File: src/design/c2pd_pkg.sv
// Shared types, constants and helpers of the capnography packet decoder.
// Used by c2pd_parse, c2pd_conv and co2_sensor_packet_decoder_core.
package c2pd_pkg;

  localparam int FRAC_BITS_DEF = 16;
  localparam int CFG_IDX_W     = 2;
  localparam int CFG_DATA_W    = 8;
  localparam int BODY_DEPTH    = 6;
  localparam int BODY_AW       = $clog2(BODY_DEPTH);
  localparam int MANT_W        = 24;
  localparam int COEF_W        = 25;
  localparam int PROD_W        = 32 + COEF_W;

  localparam logic [7:0] TYPE_WAVE_UC = 8'h57;
  localparam logic [7:0] TYPE_WAVE_LC = 8'h77;
  localparam logic [7:0] TYPE_PARAM   = 8'h50;
  localparam logic [7:0] TYPE_STATUS  = 8'h53;
  localparam logic [7:0] SEL_RESP     = 8'h30;
  localparam logic [7:0] SEL_INSP     = 8'h31;
  localparam logic [7:0] SEL_ETCO2    = 8'h32;
  localparam logic [7:0] CHK_XOR      = 8'hF0;
  localparam logic [7:0] PUMP_OFF_BIT = 8'h02;
  localparam logic [7:0] OCCL_BIT     = 8'h02;
  localparam logic [7:0] RUN_BIT      = 8'h40;

  localparam logic [3:0] LEN_WAVE   = 4'd10;
  localparam logic [3:0] LEN_PARAM  = 4'd8;
  localparam logic [3:0] LEN_STATUS = 4'd6;
  localparam logic [3:0] LEN_NONE   = 4'd0;
  localparam logic [3:0] POS_MAX    = 4'd9;
  localparam logic [3:0] POS_PSUM   = 4'd3;

  localparam logic [COEF_W-1:0] COEF_WAVE  = 25'd2231370;
  localparam logic [COEF_W-1:0] COEF_CO2   = 25'd22313697;
  localparam logic [COEF_W-1:0] COEF_UNITY = 25'h1000000;

  localparam logic [31:0] LIM_NEG = 32'h8000_0000;
  localparam logic [31:0] LIM_POS = 32'h7FFF_FFFF;

  typedef enum logic [2:0] {
    KIND_WAVE   = 3'd0,
    KIND_RESP   = 3'd1,
    KIND_INSP   = 3'd2,
    KIND_ETCO2  = 3'd3,
    KIND_STATUS = 3'd4
  } kind_t;

  typedef enum logic [CFG_IDX_W-1:0] {
    CFG_UNIT_CODE   = 2'd0,
    CFG_ALT_VARIANT = 2'd1,
    CFG_MODULE_EN   = 2'd2
  } cfg_idx_t;

  typedef struct packed {
    kind_t       kind;
    logic [31:0] word;
    logic        occluded;
  } item_t;

  function automatic logic [3:0] frame_len(input logic [7:0] t);
    logic [3:0] len;
    len = LEN_NONE;
    if (t == TYPE_WAVE_UC || t == TYPE_WAVE_LC) len = LEN_WAVE;
    else if (t == TYPE_PARAM) len = LEN_PARAM;
    else if (t == TYPE_STATUS) len = LEN_STATUS;
    return len;
  endfunction

endpackage

File: src/design/c2pd_parse.sv
// Packet framing: type byte, body capture, byte sum, checksum and occlusion flag.
// Emits one decoded item per good packet, none for an unknown parameter selector. Depends on c2pd_pkg.
module c2pd_parse (
  input  logic             clk,
  input  logic             rst_n,
  input  logic             in_valid,
  input  logic [7:0]       in_rx_byte,
  input  logic             in_packet_start,
  input  logic             item_ready,
  input  logic             alt_variant,
  input  logic             module_en,
  output logic             item_valid,
  output c2pd_pkg::item_t  item
);
  import c2pd_pkg::*;

  logic [7:0]   type_r, type_nxt;
  logic [7:0]   sum_r, sum_nxt;
  logic [3:0]   idx_r, idx_nxt;
  logic         occ_r, occ_nxt;
  logic [7:0]   body_r [BODY_DEPTH];
  logic         wr_en;
  logic [BODY_AW-1:0] wr_addr;
  logic         emit;
  item_t        item_nxt;
  logic         item_v_r;
  item_t        item_r;
  logic         in_fire;
  logic [3:0]   len;
  logic         occ_calc;

  assign in_fire = in_valid && item_ready;
  assign len     = frame_len(type_r);
  assign wr_addr = BODY_AW'(idx_r - 4'd1);

  assign occ_calc = module_en && ((body_r[1] & OCCL_BIT) != 8'h00) &&
                    ((body_r[3] & RUN_BIT) != 8'h00) &&
                    (alt_variant || ((body_r[0] & PUMP_OFF_BIT) == 8'h00));

  always_comb begin
    type_nxt = type_r;
    sum_nxt  = sum_r;
    idx_nxt  = idx_r;
    occ_nxt  = occ_r;
    wr_en    = 1'b0;
    emit     = 1'b0;
    item_nxt.kind     = KIND_WAVE;
    item_nxt.word     = {body_r[0], body_r[1], body_r[2], body_r[3]};
    item_nxt.occluded = occ_r;
    if (in_fire) begin
      if (in_packet_start) begin
        type_nxt = in_rx_byte;
        sum_nxt  = 8'h00;
        idx_nxt  = (frame_len(in_rx_byte) != LEN_NONE) ? 4'd1 : 4'd0;
      end else if (idx_r != 4'd0) begin
        if (len == LEN_NONE || idx_r >= len || idx_r > POS_MAX) begin
          idx_nxt = 4'd0;
        end else begin
          wr_en = (idx_r <= 4'(BODY_DEPTH));
          if (idx_r < len - 4'd1) begin
            if (type_r != TYPE_PARAM || idx_r >= POS_PSUM) begin
              sum_nxt = sum_r + in_rx_byte;
            end
            idx_nxt = idx_r + 4'd1;
          end else begin
            idx_nxt = 4'd0;
            if ((sum_r ^ CHK_XOR) == in_rx_byte) begin
              priority if (type_r == TYPE_STATUS) begin
                occ_nxt           = occ_calc;
                emit              = 1'b1;
                item_nxt.kind     = KIND_STATUS;
                item_nxt.word     = 32'h0;
                item_nxt.occluded = occ_calc;
              end else if (type_r == TYPE_PARAM) begin
                item_nxt.word = {body_r[2], body_r[3], body_r[4], body_r[5]};
                emit          = 1'b1;
                priority if (body_r[1] == SEL_RESP) item_nxt.kind = KIND_RESP;
                else if (body_r[1] == SEL_INSP) item_nxt.kind = KIND_INSP;
                else if (body_r[1] == SEL_ETCO2) item_nxt.kind = KIND_ETCO2;
                else emit = 1'b0;
              end else begin
                emit = 1'b1;
              end
            end
          end
        end
      end
    end
  end

  always_ff @(posedge clk) begin
    if (!rst_n) begin
      type_r   <= 8'h00;
      sum_r    <= 8'h00;
      idx_r    <= 4'd0;
      occ_r    <= 1'b0;
      item_v_r <= 1'b0;
    end else begin
      type_r <= type_nxt;
      sum_r  <= sum_nxt;
      idx_r  <= idx_nxt;
      occ_r  <= occ_nxt;
      if (item_ready) begin
        item_v_r <= emit;
      end
    end
  end

  always_ff @(posedge clk) begin
    if (wr_en) begin
      body_r[wr_addr] <= in_rx_byte;
    end
    if (emit) begin
      item_r <= item_nxt;
    end
  end

  assign item_valid = item_v_r;
  assign item       = item_r;

endmodule

File: src/design/c2pd_conv.sv
// Float-to-fixed pipeline: shift and clamp, coefficient multiply, round and clamp.
// Three registered stages, the last one is the result register. Depends on c2pd_pkg.
module c2pd_conv #(
  parameter int FRAC_BITS = c2pd_pkg::FRAC_BITS_DEF
) (
  input  logic             clk,
  input  logic             rst_n,
  input  logic             item_valid,
  input  c2pd_pkg::item_t  item,
  input  logic [1:0]       unit_code,
  input  logic             out_ready,
  output logic             item_ready,
  output logic             out_valid,
  output logic [2:0]       out_result_kind,
  output logic [31:0]      out_value,
  output logic [31:0]      out_value_mmhg,
  output logic             out_occluded,
  output logic             out_saturated
);
  import c2pd_pkg::*;

  localparam int SHIFT_BIAS = 64 + MANT_W - FRAC_BITS;

  // shift stage
  logic              b_v_r;
  kind_t             b_kind_r;
  logic              b_neg_r, b_sat_r, b_occ_r;
  logic [31:0]       b_mag_r;
  // multiply stage
  logic              c_v_r;
  kind_t             c_kind_r;
  logic              c_neg_r, c_sat_r, c_occ_r;
  logic [31:0]       c_mag_r;
  logic [PROD_W-1:0] c_prod_r;
  // result stage
  logic              d_v_r;
  kind_t             d_kind_r;
  logic [31:0]       d_value_r, d_mmhg_r;
  logic              d_occ_r, d_sat_r;

  logic rd_b, rd_c, rd_d;

  logic [MANT_W-1:0] mant;
  logic [6:0]        expo;
  logic              sgn;
  logic signed [8:0] sh, nsh;
  logic [31:0]       lim_b;
  logic [55:0]       wide;
  logic [31:0]       mag_nxt;
  logic              sat_nxt;

  logic [COEF_W-1:0] coef;

  logic [PROD_W-1:0] rnd;
  logic [32:0]       scaled;
  logic [31:0]       lim_d, smag;
  logic              ssat;

  assign rd_d       = !d_v_r || out_ready;
  assign rd_c       = !c_v_r || rd_d;
  assign rd_b       = !b_v_r || rd_c;
  assign item_ready = rd_b;

  assign mant  = item.word[31:8];
  assign expo  = item.word[6:0];
  assign sgn   = item.word[7];
  assign sh    = $signed({2'b00, expo}) - 9'(SHIFT_BIAS);
  assign nsh   = -sh;
  assign lim_b = sgn ? LIM_NEG : LIM_POS;
  assign wide  = {32'h0, mant} << sh[4:0];

  always_comb begin
    mag_nxt = 32'h0;
    sat_nxt = 1'b0;
    priority if (mant == '0 || sh <= -9'sd25) begin
      mag_nxt = 32'h0;
    end else if (sh < 9'sd0) begin
      mag_nxt = 32'(mant >> nsh[4:0]);
    end else if (sh > 9'sd31) begin
      mag_nxt = lim_b;
      sat_nxt = 1'b1;
    end else if (wide > {24'h0, lim_b}) begin
      mag_nxt = lim_b;
      sat_nxt = 1'b1;
    end else begin
      mag_nxt = wide[31:0];
    end
  end

  always_comb begin
    coef = COEF_UNITY;
    if (!unit_code[0]) begin
      unique case (b_kind_r)
        KIND_WAVE:             coef = COEF_WAVE;
        KIND_INSP, KIND_ETCO2: coef = COEF_CO2;
        default:               coef = COEF_UNITY;
      endcase
    end
  end

  assign rnd    = c_prod_r + (PROD_W'(1) << (MANT_W - 1));
  assign scaled = rnd[PROD_W-1:MANT_W];
  assign lim_d  = c_neg_r ? LIM_NEG : LIM_POS;
  assign ssat   = scaled > {1'b0, lim_d};
  assign smag   = ssat ? lim_d : scaled[31:0];

  always_ff @(posedge clk) begin
    if (!rst_n) begin
      b_v_r <= 1'b0;
      c_v_r <= 1'b0;
      d_v_r <= 1'b0;
    end else begin
      if (rd_b) b_v_r <= item_valid;
      if (rd_c) c_v_r <= b_v_r;
      if (rd_d) d_v_r <= c_v_r;
    end
  end

  always_ff @(posedge clk) begin
    if (rd_b && item_valid) begin
      b_kind_r <= item.kind;
      b_neg_r  <= sgn;
      b_mag_r  <= mag_nxt;
      b_sat_r  <= sat_nxt;
      b_occ_r  <= item.occluded;
    end
    if (rd_c && b_v_r) begin
      c_kind_r <= b_kind_r;
      c_neg_r  <= b_neg_r;
      c_mag_r  <= b_mag_r;
      c_sat_r  <= b_sat_r;
      c_occ_r  <= b_occ_r;
      c_prod_r <= PROD_W'(b_mag_r) * PROD_W'(coef);
    end
    if (rd_d && c_v_r) begin
      d_kind_r  <= c_kind_r;
      d_value_r <= c_neg_r ? (32'h0 - smag) : smag;
      d_mmhg_r  <= c_neg_r ? (32'h0 - c_mag_r) : c_mag_r;
      d_occ_r   <= c_occ_r;
      d_sat_r   <= c_sat_r || ssat;
    end
  end

  assign out_valid       = d_v_r;
  assign out_result_kind = d_kind_r;
  assign out_value       = d_value_r;
  assign out_value_mmhg  = d_mmhg_r;
  assign out_occluded    = d_occ_r;
  assign out_saturated   = d_sat_r;

endmodule

File: src/design/co2_sensor_packet_decoder_core.sv
// Capnography packet decoder top level: configuration registers, framing, conversion.
// Instantiates c2pd_parse and c2pd_conv; depends on c2pd_pkg.
//
// Accepts one packet byte per cycle, every cycle, as long as the result side
// drains. The last byte of a good wave, status or parameter packet with a known
// selector yields one result, which passes through the item register, shift
// stage, multiply stage and result register to the result port. The 32x25
// coefficient multiply in its own stage sets the clock rate. Backpressure from
// out_ready reaches in_ready only once the shift, multiply and result stages all
// hold results. Registers: 0 unit code, 1 variant occlusion rule,
// 2 module enable; write them only while no packet is in flight.
module co2_sensor_packet_decoder_core #(
  parameter int FRAC_BITS = c2pd_pkg::FRAC_BITS_DEF
) (
  input  logic                            clk,
  input  logic                            rst_n,
  input  logic                            in_valid,
  output logic                            in_ready,
  input  logic [7:0]                      in_rx_byte,
  input  logic                            in_packet_start,
  output logic                            out_valid,
  input  logic                            out_ready,
  output logic [2:0]                      out_result_kind,
  output logic [31:0]                     out_value,
  output logic [31:0]                     out_value_mmhg,
  output logic                            out_occluded,
  output logic                            out_saturated,
  input  logic                            cfg_valid,
  output logic                            cfg_ready,
  input  logic [c2pd_pkg::CFG_IDX_W-1:0]  cfg_index,
  input  logic [c2pd_pkg::CFG_DATA_W-1:0] cfg_data
);
  import c2pd_pkg::*;

  logic [1:0] unit_code_r;
  logic       alt_variant_r;
  logic       module_en_r;
  logic       item_valid;
  logic       item_ready;
  item_t      item;

  assign cfg_ready = 1'b1;

  always_ff @(posedge clk) begin
    if (!rst_n) begin
      unit_code_r   <= 2'd0;
      alt_variant_r <= 1'b0;
      module_en_r   <= 1'b0;
    end else if (cfg_valid && cfg_ready) begin
      unique case (cfg_idx_t'(cfg_index))
        CFG_UNIT_CODE:   unit_code_r   <= cfg_data[1:0];
        CFG_ALT_VARIANT: alt_variant_r <= cfg_data[0];
        CFG_MODULE_EN:   module_en_r   <= cfg_data[0];
        default: ;
      endcase
    end
  end

  c2pd_parse u_parse (
    .clk             (clk),
    .rst_n           (rst_n),
    .in_valid        (in_valid),
    .in_rx_byte      (in_rx_byte),
    .in_packet_start (in_packet_start),
    .item_ready      (item_ready),
    .alt_variant     (alt_variant_r),
    .module_en       (module_en_r),
    .item_valid      (item_valid),
    .item            (item)
  );

  c2pd_conv #(
    .FRAC_BITS (FRAC_BITS)
  ) u_conv (
    .clk             (clk),
    .rst_n           (rst_n),
    .item_valid      (item_valid),
    .item            (item),
    .unit_code       (unit_code_r),
    .out_ready       (out_ready),
    .item_ready      (item_ready),
    .out_valid       (out_valid),
    .out_result_kind (out_result_kind),
    .out_value       (out_value),
    .out_value_mmhg  (out_value_mmhg),
    .out_occluded    (out_occluded),
    .out_saturated   (out_saturated)
  );

  assign in_ready = item_ready;

  a_status_zero: assert property (@(posedge clk) disable iff (!rst_n)
    out_valid && out_result_kind == KIND_STATUS |->
      out_value == 32'h0 && out_value_mmhg == 32'h0 && !out_saturated)
    else $error("status transaction carries a nonzero value");

  a_stall_only_full: assert property (@(posedge clk) disable iff (!rst_n)
    !in_ready |-> out_valid && !out_ready)
    else $error("input stalled while the result side drains");

  a_resp_unscaled: assert property (@(posedge clk) disable iff (!rst_n)
    out_valid && out_result_kind == KIND_RESP |-> out_value == out_value_mmhg)
    else $error("respiration rate was scaled");

  a_occl_off: assert property (@(posedge clk) disable iff (!rst_n)
    out_valid && out_result_kind == KIND_STATUS && !module_en_r |-> !out_occluded)
    else $error("occlusion reported with module disabled");

endmodule

File: config.mk
export PLATFORM = sky130hd
export DESIGN_NAME = co2_sensor_packet_decoder_core
export DESIGN_NICKNAME = d
export VERILOG_FILES = /design/src/design/c2pd_pkg.sv /design/src/design/c2pd_parse.sv /design/src/design/c2pd_conv.sv /design/src/design/co2_sensor_packet_decoder_core.sv
export SDC_FILE = /design/constraint.sdc
export NUM_CORES = 2
export LEC_CHECK = 0
export BUFFER_PORTS_ARGS = -buffer_cell sky130_fd_sc_hd__clkbuf_2
export CAP_MARGIN = 20
export CORE_ASPECT_RATIO = 0.7
export CORE_MARGIN = 5
export CORE_UTILIZATION = 58
export CTS_CLUSTER_DIAMETER = 150
export DETAILED_ROUTE_END_ITERATION = 7
export HOLD_SLACK_MARGIN = 0.06
export PLACE_DENSITY = 0.78
export SYNTH_ARGS = -nofsm -noshare
export SYNTH_HDL_FRONTEND = slang
export SYNTH_SLANG_ARGS = --single-unit
export TNS_END_PERCENT = 20
File: constraint.sdc
create_clock -name clk -period 9.6 [get_ports clk]
set_input_delay 0.48 -clock clk [delete_from_list [all_inputs] [get_ports clk]]
set_output_delay 0.48 -clock clk [all_outputs]
set_load 0.02 [all_outputs]
==> report_table.html <==
<table>
<tr><th>Metric</th><th>Value</th></tr>
<tr><th colspan="2">Cells and area</th></tr>
<tr><td>Share of cells above drive strength 1</td><td>under 10%</td></tr>
<tr><td>Final Util</td><td>a little over three fifths</td></tr>
<tr><td>Seq. cell area</td><td>8460 um^2</td></tr>
<tr><td>Post-route insts no fill</td><td>roughly 4700</td></tr>
<tr><td>Filler Cell Count</td><td>between 5000 and 6000</td></tr>
<tr><td>Post-layout nets</td><td>around 4800</td></tr>
<tr><td>Multi-input logic area</td><td>25300 um^2</td></tr>
<tr><td>Area delta synth-&gt;final</td><td>6.71%</td></tr>
<tr><th colspan="2">Global route</th></tr>
<tr><td>Vias in the first global route</td><td>27684</td></tr>
<tr><td>Largest net degree at the start of global routing</td><td>73</td></tr>
<tr><td>GR Util All Layers</td><td>29.1%</td></tr>
<tr><td>Wire length of the first global-routing pass</td><td>159000 um</td></tr>
<tr><td>Total global routing overflow</td><td>0</td></tr>
<tr><td>Antenna violations before repair</td><td>3</td></tr>
<tr><th colspan="2">Detailed routing</th></tr>
<tr><td>Routed wire per std cell</td><td>around 22 um</td></tr>
<tr><td>Sum of routed wire length over all layers</td><td>between 100000 and 150000 um</td></tr>
<tr><td>Via-per-instance ratio</td><td>5.97</td></tr>
<tr><td>Drc violations</td><td>0</td></tr>
<tr><td>Antenna viol nets, final</td><td>0</td></tr>
<tr><td>Via total after detailed routing</td><td>28230</td></tr>
<tr><td>Iteration-0 DRC Markers</td><td>3489</td></tr>
<tr><td>1st-pass router iterations</td><td>6</td></tr>
<tr><th colspan="2">Floorplanning</th></tr>
<tr><td>Chip height</td><td>222 um</td></tr>
<tr><td>Die area</td><td>69300 um^2</td></tr>
<tr><td>Num ports</td><td>96</td></tr>
<tr><td>Core outline area</td><td>around 63000 um^2</td></tr>
<tr><td>Cell row count</td><td>77</td></tr>
<tr><td>Starting density of the core</td><td>about three fifths</td></tr>
<tr><td>Floorplan die width</td><td>312 um</td></tr>
<tr><th colspan="2">Yosys</th></tr>
<tr><td>Sequential fraction of the synthesis area</td><td>a little under a quarter</td></tr>
<tr><td>Flops &amp; latches, synth</td><td>291</td></tr>
<tr><td>Fraction of registers with async set or reset after synthesis</td><td>0%</td></tr>
<tr><td>Predominant post-synthesis flop cell</td><td>edfxtp_1</td></tr>
<tr><td>Unique masters post-synth</td><td>between 90 and 100</td></tr>
<tr><td>Post-synthesis area per instance</td><td>~9.8 um^2</td></tr>
<tr><td>Number of enable flip-flop cells after synthesis</td><td>263</td></tr>
<tr><td>Synthesis Warnings</td><td>0</td></tr>
<tr><td>Instance count of the mapped netlist</td><td>3802</td></tr>
<tr><td>Cell Area, Synth</td><td>about 37000 um^2</td></tr>
<tr><th colspan="2">Timing</th></tr>
<tr><td>Post-layout worst setup margin</td><td>0.424 ns</td></tr>
<tr><td>Maximum clock frequency</td><td>109 MHz</td></tr>
<tr><td>Unrepaired setup endpoints after global routing</td><td>false</td></tr>
<tr><td>Clock skew</td><td>about 0.018 ns</td></tr>
<tr><td>Final setup vio count</td><td>0</td></tr>
<tr><td>Worst hold margin</td><td>approximately 0.22 ns</td></tr>
<tr><td>Hold Violations, Final</td><td>0</td></tr>
<tr><td>Setup TNS</td><td>0 ns</td></tr>
<tr><td>Time the final worst path needs with I/O delays and setup</td><td>9.18 ns</td></tr>
<tr><td>Max Slew Vio Count</td><td>0</td></tr>
<tr><td>Pin slew with the least headroom to its limit</td><td>slightly above 1 ns</td></tr>
<tr><td>Relative slew slack</td><td>31.4%</td></tr>
<tr><td>Final critical-path share of the clock period</td><td>95.6%</td></tr>
<tr><th colspan="2">Clocking</th></tr>
<tr><td>Cts hold-fix bufs</td><td>0</td></tr>
<tr><td>Source-to-sink clock delay at the later pin of the worst-skew pair</td><td>0.58 ns</td></tr>
<tr><td>H-tree lvl count</td><td>1</td></tr>
<tr><td>Post-cts sizing count</td><td>0</td></tr>
<tr><td>Maximum clock insertion buffer count</td><td>3</td></tr>
<tr><td>Post-CTS Setup Repair Bufs</td><td>0</td></tr>
<tr><td>Clock transition time at the flip-flop clock pins of the worst setup and hold paths</td><td>0.07 ns</td></tr>
<tr><td>Number of sinks driven by the clock tree</td><td>291</td></tr>
<tr><td>Clock tree from TritonCTS</td><td>built</td></tr>
<tr><td>TritonCTS Buffers</td><td>27</td></tr>
<tr><td>Root Buffer</td><td>clkbuf_16</td></tr>
<tr><th colspan="2">Placed design</th></tr>
<tr><td>Setup WS pre-CTS</td><td>just under 0.7 ns</td></tr>
<tr><td>Final RePlAce weighted congestion</td><td>1.02</td></tr>
<tr><td>Placed cell count</td><td>4673</td></tr>
<tr><td>HPWL after detailed placement</td><td>82200 um</td></tr>
<tr><td>Buffers on Ports</td><td>87</td></tr>
<tr><th colspan="2">Setup path</th></tr>
<tr><td>Reg2Reg Setup Slack</td><td>about 0.42 ns</td></tr>
<tr><td>Type of destination of the critical path</td><td>flop</td></tr>
<tr><td>Classification of the worst setup path</td><td>flop to flop</td></tr>
<tr><td>Sort of element at the start of the critical path</td><td>flop</td></tr>
<tr><td>Critical R2R Capture</td><td>u_conv.c_prod_r[49]$_DFFE_PP_</td></tr>
<tr><td>End point of the critical path</td><td>u_conv.c_prod_r[49]$_DFFE_PP_</td></tr>
<tr><td>Delay contributed by the slowest stage of the critical path</td><td>0.57 ns</td></tr>
<tr><td>Slowest CP cell</td><td>fa_1</td></tr>
<tr><td>Depth of the worst register-to-register path</td><td>28</td></tr>
<tr><td>Worst reg2reg startpoint</td><td>u_conv.b_kind_r[2]$_DFFE_PP_</td></tr>
<tr><td>Required time at the endpoint of the critical path</td><td>9.93 ns</td></tr>
<tr><td>Dominant cell type by count on the critical path</td><td>fa_1</td></tr>
<tr><td>Max Fanout on Critical Path</td><td>10</td></tr>
<tr><td>Startpoint of the most critical setup path</td><td>u_conv.b_kind_r[2]$_DFFE_PP_</td></tr>
<tr><td>Data arrival time of the worst path</td><td>9.50 ns</td></tr>
<tr><th colspan="2">Power</th></tr>
<tr><td>P_leak</td><td>18.8 nW</td></tr>
<tr><td>Pwr Density</td><td>roughly 160 nW/um^2</td></tr>
<tr><td>Max rail drop VDD</td><td>322 uV</td></tr>
<tr><th colspan="2">Status</th></tr>
<tr><td>Outcome</td><td>finished, final reports clean</td></tr>
<tr><th colspan="2">Min path</th></tr>
<tr><td>Min-Delay Path Class</td><td>primary input to flop</td></tr>
<tr><th colspan="2">Flow run</th></tr>
<tr><td>Max Cap Viol</td><td>0</td></tr>
</table>
==> routing by layer <==
| layer | wire [um] | vias to the layer above | GRT usage (%) | share of wire (%) |
|---|---|---|---|---|
| li1 | - | 12778 | - | - |
| met1 | 43900 | 13674 | 44.3 | 43 |
| met2 | 41500 | 1612 | 40.5 | 41 |
| met3 | 14000 | 166 | 10.3 | 14 |
| met4 | 2390 | 0 | 5.67 | 2.3 |
| met5 | 0 | - | 0 | 0 |
==> worst max-delay path, delay by kind of cell (launching register included) <==
kind / cells / cell delay [ns]
fa+ha+maj: 8 / 3.83
flops: 1 / 0.40
xor+xnor: 1 / 0.08
buf+inv: 6 / 0.77
simple gates: 8 / 2.46
compound gates: 5 / 1.36
==> cells by family after synthesis <==
family / Yosys count / share of synthesized area (%)
AO/OA/AOI/OAI: 561 / 9.71
XOR/XNOR: 141 / 3.32
adder cells (fa/ha/maj): 871 / 38.4
buffers and inverters: 923 / 9.53
flip-flops: 291 / 22.8
multiplexers: 109 / 4.25
other: 2 / 0.0202
AND/OR/NAND/NOR: 904 / 12.0
==> flip-flops by register name (all words and copies together) (netlist names), 3 cells and up <==
register,count
u_conv.out_value,32
u_conv.c_prod_r,34
u_conv.b_mag_r,32
u_parse.sum_r,8
u_conv.b_kind_r,3
u_conv.out_result_kind,3
u_parse.body_r,48
u_conv.c_mag_r,32
u_parse.item,36
u_conv.c_kind_r,3
u_conv.out_value_mmhg,32
u_parse.type_r,8
u_parse.idx_r,4
==> cells in the mapped netlist, drive strengths merged (11+ instances only) <==
master | n | area share, %
fa | 450 | 24
xnor2 | 101 | 2.4
and2 | 58 | 0.98
or2 | 26 | 0.44
a31oi | 33 | 0.56
mux2i | 60 | 1.6
buf | 34 | 0.55
mux4 | 38 | 2.3
xor2 | 40 | 0.94
nor4 | 17 | 0.30
a22oi | 16 | 0.32
o221ai | 11 | 0.26
nand2 | 290 | 2.9
clkbuf | 107 | 1.1
nor3 | 58 | 0.86
o21a | 15 | 0.30
a211oi | 23 | 0.52
nand4 | 43 | 0.72
o22ai | 13 | 0.22
o211ai | 12 | 0.24
nor2 | 197 | 2.0
o21ai | 124 | 1.7
nor2b | 41 | 0.69
dfxtp | 28 | 1.5
nand2b | 13 | 0.22
mux2 | 11 | 0.33
a21oi | 161 | 2.2
o31ai | 19 | 0.41
edfxtp | 263 | 21
a21boi | 18 | 0.36
a21o | 43 | 0.89
nand3 | 64 | 0.88
ha | 421 | 14
inv | 782 | 7.9
and3 | 50 | 0.84
==> layout by cell type (no fill, tap or decap), drive strengths merged, types with 33 or more instances in the layout <==
| master | n |
|---|---|
| a31oi | 33 |
| xnor2 | 101 |
| mux4 | 38 |
| nand3 | 64 |
| xor2 | 40 |
| o21ai | 124 |
| fa | 450 |
| edfxtp | 263 |
| nor3 | 58 |
| a21oi | 161 |
| nor2b | 41 |
| nand4 | 43 |
| mux2i | 60 |
| nand2 | 290 |
| clkbuf | 121 |
| buf | 69 |
| inv | 785 |
| and2 | 58 |
| ha | 421 |
| a21o | 43 |
| nor2 | 197 |
| and3 | 50 |
==> worst min path at each step <==
stage	start	end	depth (start not counted)
finish	cfg_data[0]	alt_variant_r$_SDFFE_PN0P_	3
global route	cfg_data[0]	alt_variant_r$_SDFFE_PN0P_	3
CTS	cfg_data[0]	alt_variant_r$_SDFFE_PN0P_	3
detailed placement	u_parse.item[33]$_SDFFCE_PP0P_	u_conv.b_kind_r[0]$_DFFE_PP_	0
global placement	u_conv.b_sat_r$_SDFFCE_PP0P_	u_conv.c_sat_r$_DFFE_PP_	0
floorplan	u_parse.item[33]$_SDFFCE_PP0P_	u_conv.b_kind_r[0]$_DFFE_PP_	0
==> area by class of cell <==
class                      count  share of cell area (%)
timing repair buffer         157                    2.53
clock inverter                16                   0.499
clock buffer                  33                    1.76
multi-input combinational   2617                    63.8
antenna                        4                  0.0253
tap                          829                    2.62
sequential                   291                    21.3
inverter                     782                    7.41
==> report_power, final <==
part	internal [W]	total [W]	leakage (nW)	switching (W)
registers	0.00153	0.00154	2.64	0.00000221
clock network	0.000629	0.00111	0.441	0.000481
logic	0.00141	0.00373	15.7	0.00232
total	0.00357	0.00637	18.8	0.00280
==> through the flow <==
stage	cell area, um^2	power, W
floorplan	37300	0.00411
global placement	38700	0.00511
detailed placement	38700	0.00517
CTS	39600	0.00630
global route	39600	0.00681
finish	39600	0.00637
(Power assumes the default switching activity.)
